--- config.mk ---
export PLATFORM = sky130hd
export DESIGN_NAME = bm25s_front
export DESIGN_NICKNAME = d
export VERILOG_FILES = /design/src/hw/rtl/bm25s_pkg.sv /design/src/hw/rtl/bm25s_front.sv
export SDC_FILE = /design/constraint.sdc
export NUM_CORES = 1
export LEC_CHECK = 0
export ABC_AREA = 1
export BUFFER_PORTS_ARGS = -buffer_cell sky130_fd_sc_hd__buf_2
export CORE_ASPECT_RATIO = 0.5
export CORE_MARGIN = 5
export CORE_UTILIZATION = 51
export DETAILED_ROUTE_END_ITERATION = 8
export PLACE_DENSITY = 0.8
export SLEW_MARGIN = 20
export SYNTH_ARGS = -nofsm -noshare
export SYNTH_HDL_FRONTEND = slang
export SYNTH_SLANG_ARGS = --single-unit
--- constraint.sdc ---
create_clock -name vclk -period 6.54
set_input_delay 0.981 -clock vclk [all_inputs]
set_output_delay 0.981 -clock vclk [all_outputs]
set_load 0.01 [all_outputs]
--- src/hw/rtl/bm25s_pkg.sv ---
// shared types, constants and codes for the bm25 document scorer
// no dependencies
`default_nettype none
package bm25s_pkg;

	localparam int MAX_TERMS_DEF = 16;
	localparam int QDEPTH        = 2;
	// serial divider widths: numerator and divisor bits
	localparam int DIV_NW        = 56;
	localparam int DIV_DW        = 48;
	localparam logic [30:0] LOG10_2_Q32 = 31'd1292913986;
	localparam logic [40:0] RATIO_CAP   = 41'h100_0000_0000;
	localparam logic [16:0] B_ONE       = 17'h1_0000;

	typedef enum logic [2:0] {
		REG_K    = 3'd0,
		REG_B    = 3'd1,
		REG_N    = 3'd2,
		REG_AVG  = 3'd3,
		REG_CONJ = 3'd4,
		REG_UNIQ = 3'd5
	} reg_idx_t;

	typedef enum logic [1:0] {
		KIND_NULL,
		KIND_TERM,
		KIND_LAST
	} kind_t;

	typedef enum logic [3:0] {
		ST_IDLE,
		ST_RATIO_W,
		ST_BR_LO,
		ST_BR_HI,
		ST_KN_LO,
		ST_KN_HI,
		ST_TFW,
		ST_TFW_W,
		ST_LOG_N,
		ST_LOG_S,
		ST_IDF,
		ST_TERM,
		ST_EMIT
	} state_t;

	typedef struct packed {
		logic [15:0] k;
		logic [16:0] b;
		logic [31:0] num_docs;
		logic [31:0] avg;
		logic        conj;
		logic [4:0]  uniq;
	} cfg_t;

	typedef struct packed {
		kind_t       kind;
		logic [33:0] a;
		logic [32:0] d;
		logic [52:0] num;
		logic [15:0] tf;
		logic [23:0] len;
		logic [31:0] id;
	} item_t;

	typedef struct packed {
		logic              start;
		logic [DIV_NW-1:0] dividend;
		logic [DIV_DW-1:0] divisor;
	} div_req_t;

	typedef struct packed {
		logic              done;
		logic [DIV_NW-1:0] quot;
	} div_rsp_t;

endpackage
`default_nettype wire

--- src/hw/rtl/bm25s_front.sv ---
// front end: classifies each input word and precomputes idf operands and tfw numerator
// depends on bm25s_pkg
`default_nettype none
module bm25s_front (
	input  wire logic            present,
	input  wire logic            last,
	input  wire logic [31:0]     df,
	input  wire logic [15:0]     tf,
	input  wire logic [23:0]     len,
	input  wire logic [31:0]     id,
	input  wire bm25s_pkg::cfg_t cfg,
	output bm25s_pkg::item_t     item
);
	import bm25s_pkg::*;

	logic [31:0] rest;
	logic [32:0] tfk;

	always_comb begin
		rest = (cfg.num_docs > df) ? (cfg.num_docs - df) : 32'd0;
		tfk  = 33'(tf) * 33'(17'(cfg.k) + 17'd4096);
		if (!present) begin
			item.kind = KIND_NULL;
		end else if (last) begin
			item.kind = KIND_LAST;
		end else begin
			item.kind = KIND_TERM;
		end
		item.a   = 34'({rest, 1'b0}) + 34'({df, 1'b0}) + 34'd2;
		item.d   = {df, 1'b1};
		item.num = {tfk, 20'b0};
		item.tf  = tf;
		item.len = len;
		item.id  = id;
	end

endmodule
`default_nettype wire

==> results.cfg <==
[run_status]
status = complete, but fails checks
violations = negative setup slack

[routing]
finalWirelength_um = 50300
dr.pass1.iters = 7
detail-route-antenna-nets = 0
dr.first_iter.drc_count = 1153
viasPerCell = 5.24
drc = 0
vias = 15895
wl_per_cell_um = 16.6

[critical_path]
critPathLaunchType = input pin
slowest_delay_ns = 0.60
startpoint = cfg[99]
crit_buf_inv = 7
crit_type = input pin to output port
required_ns = 5.56
critPathMaxFanout = 4
path_depth = 24
crit_family = adder cells
crit_chain = buf_8 -> buf_12 -> nand3_4 -> xor2_4 -> buf_4 -> buf_4 -> nand2_1 -> fa_1 -> fa_1 -> inv_1 -> fa_1 -> fa_1 -> fa_1 -> ha_1 -> ha_4 -> nand2_1 -> nor2_2 -> inv_1 -> nor4_2 -> nand3_1 -> nand2_1 -> nand2_1 -> nand2_1 -> buf_2
arrival_ns = 6.34
endpoint_kind = output port
crit_slowest_cell = fa_1

[hold_path]
hp-start = id[19]
min_delay_path_depth = 0
holdCritPathClass = input pin to output port

[global_route]
grt_max_degree = 28
grtUsageTotal = 0.258
grt_overflow_total = 0
grt_pass1_vias = 15382
grt_pass1_wl_um = 74300
antenna_found_initial = 0

[floorplanning]
initial_utilization = 0.514
die-width_um = 257
fp.coreArea_mm2 = 0.0302
io_pins = 403
dieArea_mm2 = 0.0342
die_height_um = 133
fp-row-count = 45

[place]
routabilityCongestion = 0.957
numPortBuffers = 214
dp_hpwl_um = 38500
pre_cts_slack_ns = -0.652

[finish]
nets = 3255
syn2layout_area_growth_pct = 19.9
register_area_um2 = 0
clkbuf_count = 0
drive_gt1_frac = 0.231
num_antenna_cells = 0
seq_cell_count = 0

[sta]
rsz0062_at_grt = yes
finalWorstSetupSlack_ns = -0.779
period_needed_ns = 7.32
setup_viol_count_final = 22
fmax_ghz = 0.137
slew_viol_final = 0
hold_viol = 0
finalCritPeriodShare = 1.12

[logic_synthesis]
post-synth-top-count-cell = nand2_1
synth.distinct_cells = 33
yosysSeqAreaShare = 0
synth_area_leaders = fa_1 27%, nand2_1 18%, ha_1 16%
ys_top_cells_by_count = 740 x nand2_1, 599 x inv_1, 210 x fa_1, 201 x ha_1, 182 x nor2_1
synth_area_mm2 = 0.0155
avgSynthCellArea_um2 = 6.38
netlist_instances = 2433
yosysTopAreaCellShare = 0.271
yosysTopAreaCell = fa_1
yosysWarnings = 0

[flow_run]
maxCapViolCount = 0
==> layout by cell type, fill, tap and decap left out, types with 52 or more instances in the layout <==
cell / count
nand2_1: 677
inv_1: 545
fa_1: 197
buf_2: 182
ha_1: 178
nor2_1: 154
buf_4: 132
a21oi_1: 70
nand3_1: 67
inv_2: 52
==> logic make-up (layout without fill, tap and decap cells) <==
group / count (synthesis) / count (layout) / share of synthesized area
AOI/OAI and AO/OA: 142 / 142 / 0.0491
xor gates and xnor gates: 50 / 50 / 0.0282
adders and majority gates: 411 / 411 / 0.433
buffers and inverters: 785 / 965 / 0.222
other: 2 / 22 / 0.000484
and+or+nand+nor: 1043 / 1043 / 0.267
==> metal layers <==
metal  vias up  share of wire  track usage
met2       875           0.49        0.472
met5         -              0            0
li1       7398              -            -
met1      7376           0.37        0.316
met4         0          0.047       0.0694
met3       246          0.090       0.0436
==> final timing paths <==
| kind | end | slack [ns] |
|---|---|---|
| min | item[19] | 1.96 |
| max | item[123] | -0.78 |
==> what timing repair did <==
action                                  CTS  global route
gates resized for setup                 151           196
hold buffers                              0             0
gates cloned                              0             2
endpoints found under the setup margin   23            25
buffers inserted                         10            19
pin swaps                                78           121
==> stage by stage <==
step	area, um^2	setup TNS [ns]	utilization	hold WS (ns)	std cells
floorplan	16000	-0.355	-	2.01	2453
global placement	17100	-10.64	0.568	1.96	3004
detailed placement	17100	-11.66	0.568	1.96	3004
CTS	17800	-8.37	0.589	1.96	3013
global route	18600	-15.61	0.616	1.96	3032
finish	18600	-12.46	0.616	1.96	3032
==> layout make-up <==
type / instances / area [um^2]
repair buffers: 364 / 2560
multi-input cells: 1668 / 13300
inverters: 601 / 2270
well taps: 399 / 499
fillers: 2496 / 11600
Power is left out: the tool's default activity adds up to more than one toggle a clock period on the data nets, which glitch-free logic cannot reach.
