--- config.mk ---
export PLATFORM = sky130hd
export DESIGN_NAME = bm25s_queue
export DESIGN_NICKNAME = d
export VERILOG_FILES = /design/src/hw/rtl/bm25s_pkg.sv /design/src/hw/rtl/bm25s_queue.sv
export SDC_FILE = /design/constraint.sdc
export NUM_CORES = 1
export LEC_CHECK = 0
export BUFFER_PORTS_ARGS = -buffer_cell sky130_fd_sc_hd__buf_2
export CORE_ASPECT_RATIO = 1.5
export CORE_MARGIN = 2
export CORE_UTILIZATION = 47
export DETAILED_ROUTE_END_ITERATION = 10
export GPL_TIMING_DRIVEN = 0
export PLACE_DENSITY = 0.75
export SYNTH_ARGS = -nofsm -noshare
export SYNTH_HDL_FRONTEND = slang
export SYNTH_SLANG_ARGS = --single-unit
--- constraint.sdc ---
create_clock -name clk -period 9.75 [get_ports clk]
set_input_delay 0.4875 -clock clk [delete_from_list [all_inputs] [get_ports clk]]
set_output_delay 0.4875 -clock clk [all_outputs]
set_load 0.02 [all_outputs]
--- src/hw/rtl/bm25s_pkg.sv ---
// shared types, constants and codes for the bm25 document scorer
// no dependencies
`default_nettype none
package bm25s_pkg;

	localparam int MAX_TERMS_DEF = 16;
	localparam int QDEPTH        = 2;
	// serial divider widths: numerator and divisor bits
	localparam int DIV_NW        = 56;
	localparam int DIV_DW        = 48;
	localparam logic [30:0] LOG10_2_Q32 = 31'd1292913986;
	localparam logic [40:0] RATIO_CAP   = 41'h100_0000_0000;
	localparam logic [16:0] B_ONE       = 17'h1_0000;

	typedef enum logic [2:0] {
		REG_K    = 3'd0,
		REG_B    = 3'd1,
		REG_N    = 3'd2,
		REG_AVG  = 3'd3,
		REG_CONJ = 3'd4,
		REG_UNIQ = 3'd5
	} reg_idx_t;

	typedef enum logic [1:0] {
		KIND_NULL,
		KIND_TERM,
		KIND_LAST
	} kind_t;

	typedef enum logic [3:0] {
		ST_IDLE,
		ST_RATIO_W,
		ST_BR_LO,
		ST_BR_HI,
		ST_KN_LO,
		ST_KN_HI,
		ST_TFW,
		ST_TFW_W,
		ST_LOG_N,
		ST_LOG_S,
		ST_IDF,
		ST_TERM,
		ST_EMIT
	} state_t;

	typedef struct packed {
		logic [15:0] k;
		logic [16:0] b;
		logic [31:0] num_docs;
		logic [31:0] avg;
		logic        conj;
		logic [4:0]  uniq;
	} cfg_t;

	typedef struct packed {
		kind_t       kind;
		logic [33:0] a;
		logic [32:0] d;
		logic [52:0] num;
		logic [15:0] tf;
		logic [23:0] len;
		logic [31:0] id;
	} item_t;

	typedef struct packed {
		logic              start;
		logic [DIV_NW-1:0] dividend;
		logic [DIV_DW-1:0] divisor;
	} div_req_t;

	typedef struct packed {
		logic              done;
		logic [DIV_NW-1:0] quot;
	} div_rsp_t;

endpackage
`default_nettype wire

--- src/hw/rtl/bm25s_queue.sv ---
// short flop queue between front and back
// depends on bm25s_pkg
`default_nettype none
module bm25s_queue (
	input  wire logic             clk,
	input  wire logic             arst_n,
	input  wire logic             push,
	input  wire bm25s_pkg::item_t wr_item,
	output logic                  full,
	input  wire logic             pop,
	output logic                  not_empty,
	output bm25s_pkg::item_t      rd_item
);
	import bm25s_pkg::*;

	localparam int PW = (QDEPTH > 1) ? $clog2(QDEPTH) : 1;
	localparam int CW = $clog2(QDEPTH + 1);

	item_t         mem_q [QDEPTH];
	logic [PW-1:0] wp_q, rp_q;
	logic [CW-1:0] cnt_q;

	assign full      = (cnt_q == CW'(QDEPTH));
	assign not_empty = (cnt_q != '0);
	assign rd_item   = mem_q[rp_q];

	function automatic logic [PW-1:0] bump(input logic [PW-1:0] p);
		return (p == PW'(QDEPTH - 1)) ? '0 : p + 1'b1;
	endfunction

	always_ff @(posedge clk or negedge arst_n) begin
		if (!arst_n) begin
			wp_q  <= '0;
			rp_q  <= '0;
			cnt_q <= '0;
		end else begin
			if (push) wp_q <= bump(wp_q);
			if (pop)  rp_q <= bump(rp_q);
			if (push && !pop) cnt_q <= cnt_q + 1'b1;
			else if (pop && !push) cnt_q <= cnt_q - 1'b1;
		end
	end

	always_ff @(posedge clk) begin
		if (push) mem_q[wp_q] <= wr_item;
	end

endmodule
`default_nettype wire

==> impl_metrics.yaml, run 1 <==
setup_path:
  rrSetupSlack_ns: 7.44
  path_cells: "buf_6 -> buf_6 -> buf_6 -> mux2_4 -> buf_2"
  cp-startpoint: "rp_q"
  slowest_stage: "dfrtp_1"
  timing.rr.start: "wp_q"
  worstPathRequired_ns: 9.26
  r2r_cells: 4
  critical_path_class: "flip-flop to primary output"
  end_kind: "primary output"
  slowest_delay_ns: 0.34
  crit_path_max_fanout: 10
  worstPathArrival_ns: 1.88
  reg2reg_to: "mem_q[0][136]"
  cp-start-kind: "flip-flop"
  endpoint: "rd_item[75]"
  crit_path_frequent_cell: "buf_6"
layout:
  seq_area_um2: 11800
  drive_gt1_share_pct: 61.4
  fin_cells: 1501
  synthToLayoutAreaGrowth_pct: 25.9
  multi_input_area_um2: 2840
  fill_cells: 2277
  fin_nets: 1260
  final_cell_mix: "buf_2, edfxtp_1, mux2_4"
  layout_commonest_cell: "buf_2"
  final_area_um2: 18600
grt:
  grt_pass1_vias: 7725
  track_usage_pct: 17.5
  grt_max_degree: 65
  grt_pass1_wl_mm: 43.5
  gr-total-overflow: 0
  antenna_found_initial: 9
sta:
  min_period_over_period_pct: 24.3
  maxSlewViolCount: 0
  finalHoldViolCount: 0
  finalCriticalPeriod_ns: 2.37
  finalWorstSetupSlack_ns: 7.38
  skew_ns: 0.00797
  setup_viol_count_final: 0
  slew_headroom_pct: 37.0
  max_freq_ghz: 0.422
  rsz0062_at_grt: "false"
  worst_pin_slew_ns: 0.943
synth:
  synth_seq_area_share_pct: 79.3
  synthCells: 620
  synth_area_um2: 14800
  ys_seq_elements: 392
  avgSynthCellArea_um2: 23.9
  synth.area.top_cells: "edfxtp_1, mux2_4, mux2_2"
  yosysWarnings: 0
  synth_top_area_share_pct: 78.7
  yosysTopAreaCell: "edfxtp_1"
  syn_nets: 819
  ys_types: 14
floorplan:
  initial_core_util_pct: 47.7
  core_um2: 31000
  io_pins: 394
  dieArea_um2: 33000
  die_y_um: 221
  die_x_um: 149
  num_rows: 79
power:
  ir_worst_vdd_v: 0.000244
  leakage_nw: 7.44
  powerDensity_nw_per_um2: 305
  power_mw: 5.69
clocking:
  postCtsSetupBuffers: 0
  cts_tree: "yes"
  clk_path_buf_depth: 3
  cts_max_level: 2
  clk_pin_slew_ns: 0.06
  root_buffer: "clkbuf_16"
  cts_buffers: 36
  clock_latency_ns: 0.51
  cts.sinks: 392
drt:
  drc: 0
  ant_nets: 0
  drtIter0Drc: 243
  dr.pass1.iters: 4
  post_drt_via_cell_ratio: 4.93
  post_drt_wl_per_cell_um: 19.8
  vias: 7405
  wl_mm: 29.8
outcome:
  run_status: "completed"
place:
  io_buffers: 393
  placed_area_um2: 17500
  dp_hpwl_mm: 21.2
  dp.cells: 1427
  gp_congestion: 0.766
  post-place-ws_ns: 7.16
flow_run:
  max_cap_violations: 0
hold_path:
  hold_class: "input pin to flip-flop"
-- final cells by class --
type	instances	area share [%]
sequential	392	63.0
multi-input combinational	205	15.3
timing repair buffer	403	11.7
clock buffer	45	5.13
tap	405	2.72
buffer	22	1.19
clock inverter	17	0.759
antenna	11	0.148
inverter	1	0.0201
-- cell usage after synthesis, drive strengths merged --
cell / n
xor2: 4
buf: 22
nor2b: 2
mux2: 194
or2: 1
nor2: 1
inv: 1
ha: 1
xnor2: 1
and2: 1
dfrtp: 4
edfxtp: 388
-- power by group --
group	switching, mW	leakage [nW]	internal (mW)	total (mW)
clock network	0.566	0.531	0.749	1.32
registers	0.0774	3.69	2.23	2.31
logic	1.15	3.22	0.909	2.06
-- state kept, by name, summed over array words and instances, names as in the netlist --
register  flops
rp_q          1
mem_q       388
wp_q          1
cnt_q         2
-- cells by family after synthesis --
logic type,synth area share (%)
buffers and inverters,1.53
adders and majority gates,0.0845
muxes,18.6
DFF,79.3
and+or+nand+nor,0.194
xor gates and xnor gates,0.296
-- layer usage --
layer / vias up / part of all wire, % / GRT usage [%]
met4: 0 / 3.8 / 8.11
met1: 3702 / 34 / 17.7
li1: 3375 / - / -
met3: 64 / 5.6 / 4.14
met2: 264 / 56 / 33.1
met5: - / 0 / 0
-- per-stage QoR --
step / hold slack (ns) / utilization [%] / setup TNS [ns]
6_report: 0.160 / 60.1 / 0
3_3_place_gp: 0.293 / 55.7 / -973.21
2_1_floorplan: 0.192 / - / 0
4_1_cts: 0.130 / 60.0 / 0
5_1_grt: 0.132 / 60.0 / 0
3_5_place_dp: 0.298 / 56.4 / 0
-- critical path, delay by kind of cell, from the launching register on --
| family | cells | cell delay (ns) |
|---|---|---|
| buffers and inverters | 4 | 0.68 |
| DFF | 1 | 0.34 |
| muxes | 1 | 0.34 |
-- what timing repair did --
| item | in CTS | in global routing |
|---|---|---|
| hold buffers | 1 | 0 |
| gates resized for setup | 0 | 0 |
| hold endpoints to repair | 4 | 0 |
-- how the worst min path moves through the flow --
stage / slack, ns / cells past startpoint / from / end
2_1_floorplan: 0.19 / 0 / arst_n / cnt_q[0]
3_3_place_gp: 0.29 / 1 / arst_n / cnt_q[0]
3_5_place_dp: 0.30 / 1 / arst_n / cnt_q[0]
4_1_cts: 0.13 / 1 / wr_item[62] / mem_q[1][62]
5_1_grt: 0.13 / 1 / wr_item[186] / mem_q[1][186]
6_report: 0.16 / 1 / wr_item[130] / mem_q[0][130]
(Power assumes the default switching activity.)
==> inputs of run 2 (changes only) <==
ABC_AREA = 1   (was unset)
clock period = 2 ns   (was 9.75 ns; I/O delays follow)
==> impl_metrics.yaml, run 2 <==
outcome:
  run_status: "completed"
drt:
  dr.pass1.iters: 4
  vias: 8433
  drtIter0Drc: 428
  drc: 0
  post_drt_wl_per_cell_um: 20.8
  post_drt_via_cell_ratio: 4.90
  ant_nets: 0
  wl_mm: 35.9
synth:
  synth.area.top_cells: "edfxtp_1, mux2_4, mux2_2"
  ys_types: 14
  synth_area_um2: 14800
  synthCells: 629
  synth_top_area_share_pct: 78.6
  yosysWarnings: 0
  ys_seq_elements: 392
  yosysMostFrequentCell: "edfxtp_1"
  avgSynthCellArea_um2: 23.6
  synth_seq_area_share_pct: 79.3
  synth_edf_count: 388
  synth_ff_type: "edfxtp_1"
  syn_nets: 828
  synthArstFlopShare_pct: 1.02
  yosysTopAreaCell: "edfxtp_1"
  yosys-top-cells-count: "edfxtp_1, mux2_4, mux2_2"
floorplan:
  dieArea_um2: 33000
  die_x_um: 149
  io_pins: 394
  initial_core_util_pct: 47.8
  core_um2: 31000
  num_rows: 79
  die_y_um: 222
place:
  post-place-ws_ns: -0.155
  gp_congestion: 0.750
  dp_hpwl_mm: 21.6
  dp.cells: 1439
  placed_area_um2: 17600
  io_buffers: 393
sta:
  finalCriticalPeriod_ns: 1.97
  worst_pin_slew_ns: 0.638
  setup_viol_count_final: 0
  max_freq_ghz: 0.508
  skew_ns: 0.0174
  setup_tns_ns: 0
  maxSlewViolCount: 0
  finalWorstSetupSlack_ns: 0.0304
  min_period_over_period_pct: 98.5
  finalHoldViolCount: 0
  rsz0062_at_grt: "true"
  slew_headroom_pct: 57.2
  fin_hold_ws_ns: 0.290
layout:
  final_cell_mix: "edfxtp_1, buf_2, dlygate4sd3_1"
  final_area_um2: 21500
  fin_cells: 1722
  regMostFlops: "mem_q"
  layout_commonest_cell: "edfxtp_1"
  fin_nets: 1483
  reg_top3: "mem_q: 388 flops, cnt_q: 2 flops"
  drive_gt1_share_pct: 52.4
  postLayoutCoreUtil_pct: 69.1
  synthToLayoutAreaGrowth_pct: 44.7
  largest_register_ffs: 388
clocking:
  cts_max_level: 2
  cts_buffers: 37
  cts_tree: "yes"
  clock_latency_ns: 0.52
  clk_pin_slew_ns: 0.07
  root_buffer: "clkbuf_16"
  cts.sinks: 392
  clk_path_buf_depth: 3
setup_path:
  cp-start-kind: "flip-flop"
  slowest_stage: "dfrtp_1"
  critical_path_class: "flip-flop to primary output"
  slowest_delay_ns: 0.38
  rrSetupSlack_ns: 0.12
  crit_path_max_fanout: 8
  worstPathArrival_ns: 1.87
  end_kind: "primary output"
  crit_path_frequent_cell: "clkbuf_16"
  worstPathRequired_ns: 1.90
  path_cells: "buf_8 -> clkbuf_16 -> clkbuf_16 -> mux2_4 -> buf_6"
flow_run:
  max_cap_violations: 0
power:
  power_mw: 30.3
  powerDensity_nw_per_um2: 1410
  ir_worst_vdd_v: 0.00120
  leakage_nw: 8.63
grt:
  grt_max_degree: 42
  grt_pass1_wl_mm: 50.5
  track_usage_pct: 20.3
  grt_pass1_vias: 9111
  antenna_found_initial: 6
  gr-total-overflow: 0
hold_path:
  hold_class: "input pin to flip-flop"
[run 2: report_power, final]
group / total [mW] / switching, mW / internal (mW)
clock network: 6.73 / 2.89 / 3.84
logic: 12.3 / 6.31 / 5.99
registers: 11.3 / 0.419 / 10.9
total: 30.3 / 9.61 / 20.7
[run 2: per-layer routing]
metal	part of all wire [%]	global-route usage, %	wire length [µm]
met5	0.020	0	7
met4	5.2	11.0	1870
met3	5.2	4.28	1860
met2	55	37.2	19800
met1	34	21.4	12300
[run 2: cell families (layout without fill, tap and decap cells)]
logic type    after synthesis  count (layout)  synth area share (%)
flops                     392             392                  79.3
mux                       194             194                  18.5
buf+inv                    29             712                  1.68
simple gates               10              10                 0.278
xor+xnor                    3               3                 0.177
fa+ha+maj                   1               1                0.0844
other cells                 0               5                     0
[run 2: final timing paths]
path                            endpoint  depth (start not counted)         start
min in group asynchronous       cnt_q[1]                          3        arst_n
hold reg to reg                 cnt_q[1]                          2      cnt_q[1]
hold / removal             mem_q[1][157]                          2  wr_item[157]
max in group asynchronous           rp_q                          3        arst_n
setup reg to reg           mem_q[1][109]                          4          wp_q
setup / recovery             rd_item[50]                          5          rp_q
[run 2: repair_timing]
item / 4_1_cts / 5_1_grt
setup endpoints to repair: 228 / 151
gates cloned: 1 / 7
buffers inserted: 1 / 4
resized for setup: 6 / 161
hold buffers: 198 / 0
endpoints found under the hold margin: 395 / 0
pin swaps: 1 / 0
[run 2: worst max-delay path, delay by kind of cell, from the launching register on]
family,cells,cell delay [ns]
DFF,1,0.38
muxes,1,0.31
buffers and inverters,4,0.65
[run 2: layout make-up]
class                   instances  area [µm²]
plain buffers                  22         368
fillers                      1897        9580
multi-input cells             208        2840
clock buffers                  49        1010
repair buffers                615        4790
flip-flops and latches        392       11800
diodes                          5        12.5
well taps                     405         507
clock inverters                18         144
inverters                       7        30.0
repair inverters                1        5.00
